File: config.mk
export PLATFORM = sky130hd
export DESIGN_NAME = autocal_axis_direction_and_analog_top
export DESIGN_NICKNAME = d
export VERILOG_FILES = /design/src/design/acad_pkg.sv /design/src/design/acad_ctrl.sv /design/src/design/acad_datapath.sv /design/src/design/autocal_axis_direction_and_analog_top.sv
export SDC_FILE = /design/constraint.sdc
export NUM_CORES = 2
export LEC_CHECK = 0
export ABC_CLOCK_PERIOD_IN_PS = 15400
export BUFFER_PORTS_ARGS = -buffer_cell sky130_fd_sc_hd__clkbuf_2
export CAP_MARGIN = 40
export CORE_MARGIN = 2
export CORE_UTILIZATION = 50
export CTS_BUF_LIST = sky130_fd_sc_hd__clkbuf_4
export DETAILED_ROUTE_END_ITERATION = 8
export GPL_ROUTABILITY_DRIVEN = 1
export PLACE_DENSITY = 0.63
export SLEW_MARGIN = 25
export SYNTH_ARGS = -nofsm -noshare
export SYNTH_HDL_FRONTEND = slang
export SYNTH_SLANG_ARGS = --single-unit
File: constraint.sdc
create_clock -name clk -period 15.4 [get_ports clk]
set_input_delay 3.08 -clock clk [delete_from_list [all_inputs] [get_ports clk]]
set_output_delay 3.08 -clock clk [all_outputs]
set_load 0.01 [all_outputs]
File: src/design/acad_pkg.sv
`default_nettype none

package acad_pkg;

	// field widths
	localparam int JOY_W       = 2;
	localparam int AXIS_W      = 3;
	localparam int SAMPLE_W    = 16;
	localparam int ANALOG_W    = 9;

	// stream word layout
	localparam int IN_TDATA_W  = 16;
	localparam int IN_TUSER_W  = 6;
	localparam int OUT_TDATA_W = 16;

	// per-axis reset calibration
	localparam logic signed [SAMPLE_W-1:0] LOW_RESET    = -16'sd10;
	localparam logic signed [SAMPLE_W-1:0] HIGH_RESET   = 16'sd10;
	localparam logic signed [SAMPLE_W-1:0] CENTER_RESET = 16'sd0;

	// analog scaling
	localparam logic [8:0] SCALE     = 9'd257;
	localparam logic [8:0] CLAMP_MAG = 9'd128;

	// quotient magnitude never exceeds 257, so nine restoring steps suffice
	localparam int         DIV_STEPS = 9;
	localparam int         DIV_CNT_W = 4;

	// controller -> datapath commands
	typedef struct packed {
		logic capture;   // latch input word, start memory read
		logic update;    // widen bounds, write back entry
		logic flags;     // direction flags, load divider
		logic div_step;  // one restoring divide step
		logic load_out;  // load result word into output register
	} acad_cmd_t;

	// datapath -> controller status
	typedef struct packed {
		logic in_range;  // incoming word addresses a valid axis
		logic analog_en; // analog mode enabled
		logic div_last;  // current divide step is the final one
	} acad_sts_t;

endpackage

`default_nettype wire

File: src/design/acad_ctrl.sv
`default_nettype none

module acad_ctrl
	import acad_pkg::*;
(
	input  wire logic      clk,
	input  wire logic      arst_n,
	input  wire logic      s_axis_tvalid,
	output logic           s_axis_tready,
	output logic           m_axis_tvalid,
	input  wire logic      m_axis_tready,
	input  wire acad_sts_t sts,
	output acad_cmd_t      cmd
);

	typedef enum logic [2:0] {
		ST_IDLE,
		ST_READ,
		ST_UPDATE,
		ST_FLAGS,
		ST_DIVIDE,
		ST_FINISH
	} state_t;

	state_t state_q;
	logic   out_valid_q;
	logic   in_acc;
	logic   out_free;

	assign s_axis_tready = (state_q == ST_IDLE);
	assign m_axis_tvalid = out_valid_q;
	assign in_acc        = s_axis_tvalid && s_axis_tready;
	assign out_free      = !out_valid_q || m_axis_tready;

	// command decode
	always_comb begin
		cmd          = '0;
		cmd.capture  = in_acc;
		cmd.update   = (state_q == ST_UPDATE);
		cmd.flags    = (state_q == ST_FLAGS);
		cmd.div_step = (state_q == ST_DIVIDE);
		cmd.load_out = (state_q == ST_FINISH) && out_free;
	end

	// sequencer and output valid
	always_ff @(posedge clk or negedge arst_n) begin
		if (!arst_n) begin
			state_q     <= ST_IDLE;
			out_valid_q <= 1'b0;
		end else begin
			if (cmd.load_out) begin
				out_valid_q <= 1'b1;
			end else if (m_axis_tready) begin
				out_valid_q <= 1'b0;
			end
			unique case (state_q)
				ST_IDLE: begin
					if (in_acc) begin
						state_q <= sts.in_range ? ST_READ : ST_FINISH;
					end
				end
				ST_READ:   state_q <= ST_UPDATE;
				ST_UPDATE: state_q <= ST_FLAGS;
				ST_FLAGS: begin
					state_q <= sts.analog_en ? ST_DIVIDE : ST_FINISH;
				end
				ST_DIVIDE: begin
					if (sts.div_last) begin
						state_q <= ST_FINISH;
					end
				end
				ST_FINISH: begin
					if (out_free) begin
						state_q <= ST_IDLE;
					end
				end
				default: state_q <= ST_IDLE;
			endcase
		end
	end

endmodule

`default_nettype wire

File: src/design/acad_datapath.sv
`default_nettype none

module acad_datapath
	import acad_pkg::*;
#(
	parameter int NUM_JOYSTICKS     = 4,
	parameter int AXES_PER_JOYSTICK = 8
) (
	input  wire logic                   clk,
	input  wire logic                   arst_n,
	input  wire logic [IN_TDATA_W-1:0]  s_axis_tdata,
	input  wire logic [IN_TUSER_W-1:0]  s_axis_tuser,
	output logic      [OUT_TDATA_W-1:0] m_axis_tdata,
	input  wire logic                   cfg_valid,
	input  wire logic                   cfg_data,
	input  wire acad_cmd_t              cmd,
	output acad_sts_t                   sts
);

	localparam int SLOTS  = NUM_JOYSTICKS * AXES_PER_JOYSTICK;
	localparam int SLOT_W = (SLOTS > 1) ? $clog2(SLOTS) : 1;

	typedef struct packed {
		logic signed [SAMPLE_W-1:0] lo;
		logic signed [SAMPLE_W-1:0] hi;
		logic signed [SAMPLE_W-1:0] ctr;
	} entry_t;

	// input word fields
	logic        [JOY_W-1:0]    in_joy;
	logic        [AXIS_W-1:0]   in_axis;
	logic                       in_inv;
	logic        [SLOT_W-1:0]   in_slot;

	// item registers
	logic signed [SAMPLE_W-1:0] sample_q;
	logic                       inv_q;
	logic                       oob_q;
	logic        [SLOT_W-1:0]   slot_q;
	logic                       analog_en_q;

	// calibration store
	entry_t                     mem [SLOTS];
	logic        [SLOTS-1:0]    valid_q;
	entry_t                     rd_q;
	logic                       rd_valid_q;
	entry_t                     cur;
	entry_t                     upd;
	logic signed [SAMPLE_W:0]   sum_c;
	logic signed [SAMPLE_W:0]   sum_adj;
	entry_t                     ent_q;

	// flags and divider
	logic signed [SAMPLE_W:0]   hc;
	logic signed [SAMPLE_W+1:0] thr;
	logic signed [SAMPLE_W+1:0] lim_lo;
	logic signed [SAMPLE_W+1:0] lim_hi;
	logic signed [SAMPLE_W+1:0] s_ext;
	logic signed [SAMPLE_W:0]   diff;
	logic        [SAMPLE_W:0]   diff_mag;
	logic        [SAMPLE_W:0]   span;
	logic                       neg_q;
	logic                       pos_q;
	logic                       num_neg_q;
	logic        [25:0]         rem_q;
	logic        [25:0]         dvs_q;
	logic        [ANALOG_W-1:0] quo_q;
	logic        [DIV_CNT_W-1:0] cnt_q;
	logic                       ge;

	// result
	logic        [ANALOG_W-1:0] mag;
	logic        [ANALOG_W-1:0] analog;
	logic        [OUT_TDATA_W-1:0] out_q;

	assign in_joy  = s_axis_tuser[JOY_W-1:0];
	assign in_axis = s_axis_tuser[JOY_W+AXIS_W-1:JOY_W];
	assign in_inv  = s_axis_tuser[JOY_W+AXIS_W];
	assign in_slot = SLOT_W'(int'(in_joy) * AXES_PER_JOYSTICK + int'(in_axis));

	assign sts.in_range  = (int'(in_joy) < NUM_JOYSTICKS) &&
	                       (int'(in_axis) < AXES_PER_JOYSTICK);
	assign sts.analog_en = analog_en_q;
	assign sts.div_last  = (cnt_q == DIV_CNT_W'(DIV_STEPS - 1));

	// mode register
	always_ff @(posedge clk or negedge arst_n) begin
		if (!arst_n) begin
			analog_en_q <= 1'b0;
		end else if (cfg_valid) begin
			analog_en_q <= cfg_data;
		end
	end

	// valid bits: unwritten entries read as reset calibration
	always_ff @(posedge clk or negedge arst_n) begin
		if (!arst_n) begin
			valid_q <= '0;
		end else if (cmd.update) begin
			valid_q[slot_q] <= 1'b1;
		end
	end

	// memory write and registered read
	always_ff @(posedge clk) begin
		if (cmd.update) begin
			mem[slot_q] <= upd;
		end
		if (cmd.capture && sts.in_range) begin
			rd_q       <= mem[in_slot];
			rd_valid_q <= valid_q[in_slot];
		end
	end

	// capture input word
	always_ff @(posedge clk) begin
		if (cmd.capture) begin
			sample_q <= s_axis_tdata[SAMPLE_W-1:0];
			inv_q    <= in_inv;
			oob_q    <= !sts.in_range;
			slot_q   <= in_slot;
		end
	end

	// bound update and center recompute, center truncated toward zero
	always_comb begin
		cur = rd_valid_q ? rd_q
		                 : entry_t'{lo: LOW_RESET, hi: HIGH_RESET, ctr: CENTER_RESET};
		upd = cur;
		if (sample_q > cur.hi) begin
			upd.hi = sample_q;
		end else if (sample_q < cur.lo) begin
			upd.lo = sample_q;
		end
		sum_c   = (SAMPLE_W+1)'(upd.hi) + (SAMPLE_W+1)'(upd.lo);
		sum_adj = sum_c + {{SAMPLE_W{1'b0}}, sum_c[SAMPLE_W]};
		if ((sample_q > cur.hi) || (sample_q < cur.lo)) begin
			upd.ctr = sum_adj[SAMPLE_W:1];
		end
	end

	always_ff @(posedge clk) begin
		if (cmd.update) begin
			ent_q <= upd;
		end
	end

	// threshold window and scaled numerator
	always_comb begin
		hc       = (SAMPLE_W+1)'(ent_q.hi) - (SAMPLE_W+1)'(ent_q.ctr);
		thr      = {2'b00, hc[SAMPLE_W:1]};
		s_ext    = (SAMPLE_W+2)'(sample_q);
		lim_lo   = (SAMPLE_W+2)'(ent_q.ctr) - thr;
		lim_hi   = (SAMPLE_W+2)'(ent_q.ctr) + thr;
		diff     = (SAMPLE_W+1)'(sample_q) - (SAMPLE_W+1)'(ent_q.ctr);
		diff_mag = diff[SAMPLE_W] ? 17'(-diff) : 17'(diff);
		span     = 17'((SAMPLE_W+1)'(ent_q.hi) - (SAMPLE_W+1)'(ent_q.lo));
	end

	// restoring divide, one quotient bit per step
	assign ge = (rem_q >= dvs_q);

	always_ff @(posedge clk) begin
		if (cmd.flags) begin
			neg_q     <= (s_ext < lim_lo);
			pos_q     <= !(s_ext < lim_lo) && (s_ext > lim_hi);
			num_neg_q <= diff[SAMPLE_W];
			rem_q     <= 26'(diff_mag) * 26'(SCALE);
			dvs_q     <= {1'b0, span, 8'b0};
			quo_q     <= '0;
			cnt_q     <= '0;
		end else if (cmd.div_step) begin
			if (ge) begin
				rem_q <= rem_q - dvs_q;
			end
			quo_q <= {quo_q[ANALOG_W-2:0], ge};
			dvs_q <= dvs_q >> 1;
			cnt_q <= cnt_q + DIV_CNT_W'(1);
		end
	end

	// clamp, sign and invert; zero when analog mode is off
	always_comb begin
		mag    = (quo_q > CLAMP_MAG) ? CLAMP_MAG : quo_q;
		analog = (num_neg_q ^ inv_q) ? ANALOG_W'(-mag) : mag;
		if (!analog_en_q) begin
			analog = '0;
		end
	end

	// output register
	always_ff @(posedge clk) begin
		if (cmd.load_out) begin
			if (oob_q) begin
				out_q <= '0;
			end else begin
				out_q <= OUT_TDATA_W'({analog, pos_q, neg_q});
			end
		end
	end

	assign m_axis_tdata = out_q;

endmodule

`default_nettype wire

File: src/design/autocal_axis_direction_and_analog_top.sv
// Auto-calibrating joystick axis. Each input word carries one signed 16-bit
// reading for one axis of one joystick; the block tracks a running minimum,
// maximum and center for that axis (reset -10, 10, 0), widens a bound when the
// reading passes it, and returns direction flags against a window of half the
// upper half-range around the center. With analog mode set through the cfg
// channel it also returns (sample-center)*257/(max-min), truncated toward
// zero, clamped to -128..128 and optionally negated. One item is in flight at
// a time: memory read, bound update, flag stage and a 9-step restoring
// divider with analog mode on, the divider skipped with it off, and a zero
// result with no state change for an out-of-range joystick or axis index.
// The output register lets the next word be taken while a result waits.
`default_nettype none

module autocal_axis_direction_and_analog_top
	import acad_pkg::*;
#(
	parameter int NUM_JOYSTICKS     = 4,
	parameter int AXES_PER_JOYSTICK = 8
) (
	input  wire logic                   clk,
	input  wire logic                   arst_n,
	input  wire logic                   s_axis_tvalid,
	output logic                        s_axis_tready,
	input  wire logic [IN_TDATA_W-1:0]  s_axis_tdata,  // sample[15:0]
	input  wire logic [IN_TUSER_W-1:0]  s_axis_tuser,  // joystick_index[1:0], axis_index[4:2], invert[5]
	output logic                        m_axis_tvalid,
	input  wire logic                   m_axis_tready,
	output logic      [OUT_TDATA_W-1:0] m_axis_tdata,  // dir_negative[0], dir_positive[1], analog_value[10:2], zero[15:11]
	input  wire logic                   cfg_valid,
	output logic                        cfg_ready,
	input  wire logic                   cfg_data       // analog_enable
);

	acad_cmd_t cmd;
	acad_sts_t sts;

	assign cfg_ready = 1'b1;

	acad_ctrl u_ctrl (
		.clk           (clk),
		.arst_n        (arst_n),
		.s_axis_tvalid (s_axis_tvalid),
		.s_axis_tready (s_axis_tready),
		.m_axis_tvalid (m_axis_tvalid),
		.m_axis_tready (m_axis_tready),
		.sts           (sts),
		.cmd           (cmd)
	);

	acad_datapath #(
		.NUM_JOYSTICKS     (NUM_JOYSTICKS),
		.AXES_PER_JOYSTICK (AXES_PER_JOYSTICK)
	) u_datapath (
		.clk          (clk),
		.arst_n       (arst_n),
		.s_axis_tdata (s_axis_tdata),
		.s_axis_tuser (s_axis_tuser),
		.m_axis_tdata (m_axis_tdata),
		.cfg_valid    (cfg_valid),
		.cfg_data     (cfg_data),
		.cmd          (cmd),
		.sts          (sts)
	);

endmodule

`default_nettype wire

# After elaboration in Yosys (flattened, before gate mapping)
# Memory sizes are Yosys's and may differ from the RTL's. A register that Yosys moved wholly into a read port is not among the register bits.
# Cells that the tools add are included.
# classes
addsub	12
multipliers	1
n_div	0
magnitude_cmp	9
eq_ne	9
shift	0
n_mux	26
n_bitwise	2
reduce_logical	14
# op_table
op	n
2-to-1 mux 26 bit	3
2-to-1 mux 16 bit	4
subtractor 16 x 16 -> 17 bit	3
2-to-1 mux 25 bit	2
2-to-1 mux 48 bit	1
bitwise OR 32 bit	1
>= comparator 26 x 25 -> 1 bit	1
multiplier 17 x 9 -> 26 bit (second input constant)	1
subtractor 26 x 25 -> 26 bit	1
adder 16 x 17 -> 18 bit	1
greater-than comparator 16 x 18 -> 1 bit	1
less-than comparator 16 x 18 -> 1 bit	1
2-to-1 mux 9 bit	2
one-hot mux 3 bit (6 select lines)	1
subtractor 16 x 17 -> 18 bit	1
adder 16 x 16 -> 17 bit	1
adder 17 x 1 -> 17 bit	1
2-to-1 mux 17 bit	1
negator 17 bit	1
greater-than comparator 16 bit	1
less-than comparator 16 bit	1
less-than comparator 5 x 6 -> 1 bit (second input constant)	2
greater-than comparator 9 x 8 -> 1 bit (second input constant)	1
2-to-1 mux 3 bit	3
21 further kinds	37
# word_totals
ff_bits	186
latchBits	0
ram_bits	1536
romBits	0
inputBits	28
wordCells	95
mem_count	1
# mem_list
memory	depth	width	rd	rd_ports_with_merged_regs	write_ports	line_no	text
u_datapath.mem	32	48	1	1	1	acad_datapath.sv:43	entry_t mem [SLOTS];

# Longest topological paths before layout
# logic_depth
word_depth	7
mapped_depth	31

# Modules after synthesis
# From an unflattened synthesis, not the netlist that was laid out.
# hier_totals
cells_unflattened	4070
area_unflattened_um2	75987.9
# by_module_without_submodules
mod	instances	cells_per_inst	area_each_um2	seq_area_each_um2
acad_datapath	1	4038	75713.9	52655.5
acad_ctrl	1	30	262.8	100.1
autocal_axis_direction_and_analog_top	1	2	11.3	0.0

# Worst setup path before layout
# OpenSTA, ideal clock, no wires.
# synth_timing
path_kind	register -> register
startpoint	register u_datapath.rd_valid_q
endpoint	register u_datapath.ent_q[15] in the netlist's numbering, data pin
setup_ns	0.404
arrival_ns	7.994
slack_ns	7.002
path_stages_with_launch	28
n_path_buf	2
path_cell_list	edfxtp_1 > clkbuf_1 > nor2b_1 > ha_1 > nor2b_1 > o21a_1 > o21a_1 > o21a_1 > o21a_1 > o21a_1 > o2111ai_1 > nand2_1 > nor2_1 > clkbuf_1 > mux2i_1 > ha_1 > o21ai_0 > nand2_1 > nand3_1 > a21boi_0 > o2111ai_1 > and3_1 > ha_1 > and3_1 > nor4b_1 > and3b_1 > nand4_1 > a31oi_1
# synth_lines
item	line_no	text
start: declaration	acad_datapath.sv:46	logic rd_valid_q;
start signal: assignment	acad_datapath.sv:111	rd_valid_q <= valid_q[in_slot];
end signal: assignment	acad_datapath.sv:144	ent_q <= upd;
end: declaration	acad_datapath.sv:51	entry_t ent_q;

==> results.md <==
- Hold crit path type: reg2reg
- Die area: 155000 sq um
- Yosys warns: 0
- Initial antenna violation count: 5
- Worst path bufs/invs: 5
- Hold buffer count at CTS: 0
- Postcts setup bufs: 0
- Root buffer cell: clkbuf_4
- IO Pins: 47
- Die height: about 390 um
- Cell count along the critical path: 31
- Mapped Area: 75900 sq um
- Via count: 41600
- VDD IR max: 0.000188 V
- Leakage: 29.2 nW
- Synth cell types: 91
- Clk_lat worst skew: 1390 ps
- Status: complete, no violations
- Register area share after synthesis: 0.695
- Worst EP required: 16400 ps
- Core area: 150000 sq um
- Drt wl/cell: 28.4 um
- H-tree levels: 5
- # clock sinks: 1770
- Setup TNS: 0 ps
- Final Hold Slack: 411 ps
- Hold Path Depth: 0
- Crit path kind: reg2reg
- Setup violators final: 0
- FF-to-FF Start: u_datapath.rd_valid_q
- Hold_sp: u_datapath.pos_q
- Worst flop-to-flop path endpoint: u_datapath.mem[10][13]
- Sequential power share: 0.382
- Mean Syn Cell Area: between 15 and 20 sq um
- Min Tclk post-route: 8710 ps
- Critical path fanouts, max: 49
- Grt ovf: 0
- RSZ-0062 raised after global routing: no
- Cells after synthesis: about 4000
- DRC: 0
- Clk slew on worst S/H paths: 70 ps
- Slowest stage cell, crit path: a21oi_4
- Most frequent CP cell: o21a_1
- DR iter-0 viols: 4365
- Row cnt: ~140
- Final WL: 196000 um
- Hold path endpoint: u_datapath.m_axis_tdata[1]
- Final period util: 0.566
- Largest net degree at the start of global routing: 127
- Post-synth ARST share: 0.0209
- Count of input and output buffers: 40
- Combinational share of power: 0.404
- Worst reg-to-reg path cell count: 31
- FF+latch count, synth: 1770
- Fmax: 0.115 GHz
- Layout Nets: 4821
- Switching Fraction: 0.368
- TritonRoute pass-1 iters: 6
- Relative slew slack: 0.341
- Internal power: 11.5 mW
- Number of synthesized flops with an enable pin: ~1700
- Power Density: 212 nW/um^2
- Worst EP arrival: between 9000 and 10000 ps
- Antenna viol nets, final: 0
- Clock power frac: 0.214
- P&R area growth vs syn: 13.2%
- Initial Util: 0.505
- Worst Setup End Kind: flip-flop
- Most common cell after layout, fill and taps aside: edfxtp_1
- Final Hold Fails: 0
- Vias in the first global route: 42100
- CTS Buffer Depth: 4
- Max-slew violation count: 0
- Layout cells sized above 1: 0.319
- Core Util, Final: 0.572
- Final HPWL DP: around 110000 um
- Max cap viols: 0
- Chip Width: 394 um
- Most frequent cells in the layout: edfxtp_1, clkbuf_4, mux4_2
- CTS Buf Count: about 460
- Main flop type after synthesis: edfxtp_1
- Worst setup SP type: flip-flop
- Flop2flop setup slack: 6690 ps
- GPL Wtd Cong: 0.905
- NetSw: 6.69 mW
- First-pass GRT wire length: ~280000 um
- Clock skew: around 130 ps
- CTS tree: done
- Gr usage total: 0.254
- Post-CTS resize count: 0
- CP peak stage delay: between 600 and 700 ps
- Via density: about 6.0
- Worst Max-Slew Pin Slew: 988 ps
- Family with the most delay on the worst path: compound AO/OA/AOI/OAI gates
worst register-to-register path: cells and delay by family, from the launching register on:
family | cells | cell delay [ps]
AO/OA/AOI/OAI | 12 | 2820
adder cells (fa/ha/maj) | 3 | 840
AND/OR/NAND/NOR | 9 | 2540
buffers and inverters | 5 | 1510
flip-flops | 1 | 320
multiplexers | 1 | 250
XOR/XNOR | 1 | 130
Yosys cell counts, drive strengths merged, types with 47 or more instances:
cell type | number | area [sq um]
edfxtp | 1712 | 51400
mux4 | 490 | 11000
ha | 225 | 2820
nand2 | 161 | 607
nor2 | 152 | 571
inv | 144 | 541
a21oi | 127 | 639
clkbuf | 114 | 468
o21ai | 106 | 531
xnor2 | 79 | 692
mux2 | 51 | 574
xor2 | 51 | 447
nand3 | 47 | 235
nor3 | 47 | 235
per-stage QoR:
stage               instances  area (sq um)  setup slack (ps)  total power [mW]
finish                   6903         85900              6690              18.2
global route             6901         85900              5950              19.4
CTS                      6888         85700              6250              18.3
detailed placement       6104         80200              6300              14.3
global placement         6070         79300              6080              14.2
floorplan                4068         75900              7000              12.1
power groups by stage:
stage	combinational, mW	sequential [mW]	clock (mW)
detailed placement	7.28	7.04	0
CTS	7.33	6.94	3.99
global placement	7.12	7.04	0
global route	8.15	6.97	4.23
finish	7.36	6.95	3.89
floorplan	5.06	7.01	0
how the worst max path moves through the flow:
stage | slack (ps) | start | end
detailed placement | 6300 | u_datapath.rd_valid_q | u_datapath.mem[28][13]
global placement | 6080 | u_datapath.rd_valid_q | u_datapath.mem[30][13]
floorplan | 7000 | u_datapath.rd_valid_q | u_datapath.ent_q[15]
global route | 5950 | u_datapath.rd_valid_q | u_datapath.mem[24][13]
finish | 6690 | u_datapath.rd_valid_q | u_datapath.mem[10][13]
CTS | 6250 | u_datapath.rd_valid_q | u_datapath.mem[20][13]
flip-flops by register name, indices dropped and copies added (netlist names):
name                     count
u_ctrl.m_axis_tvalid         1
u_datapath.neg_q             1
u_datapath.quo_q             9
u_datapath.slot_q            5
u_datapath.rd_valid_q        1
u_datapath.ent_q            48
u_datapath.valid_q          32
u_datapath.dvs_q            25
u_datapath.mem            1536
u_datapath.num_neg_q         1
u_datapath.sample_q         16
u_datapath.analog_en_q       1
u_datapath.m_axis_tdata     11
u_datapath.pos_q             1
u_datapath.cnt_q             4
u_datapath.rem_q            26
u_datapath.rd_q             48
u_datapath.inv_q             1
u_ctrl.state_q               3
per-layer routing:
metal	global-route usage	wire length (um)
met4	0.0738	4250
met5	0	27
met3	0.0532	15100
met2	0.401	93700
met1	0.360	83200
cell type report:
class / count / area, sq um
clock inverters: 133 / 668
inverters: 146 / 548
repair buffers: 187 / 2090
flip-flops and latches: 1770 / 52800
clock buffers: 651 / 4890
multi-input cells: 1994 / 22400
diodes: 6 / 15.0
well taps: 2016 / 2520
fillers: 11500 / 64400
cell families (layout without fill, tap and decap cells):
kind of cell             Yosys count  in the layout  share of synthesized area
other                              2             12                  0.0000990
multiplexers                     565            565                      0.156
adder cells (fa/ha/maj)          233            233                     0.0392
AND/OR/NAND/NOR                  608            608                     0.0394
AO/OA/AOI/OAI                    452            452                     0.0388
XOR/XNOR                         130            130                     0.0150
buffers and inverters            304           1117                     0.0160
flip-flops                      1770           1770                      0.695
Power figures use the tool's default switching activity.
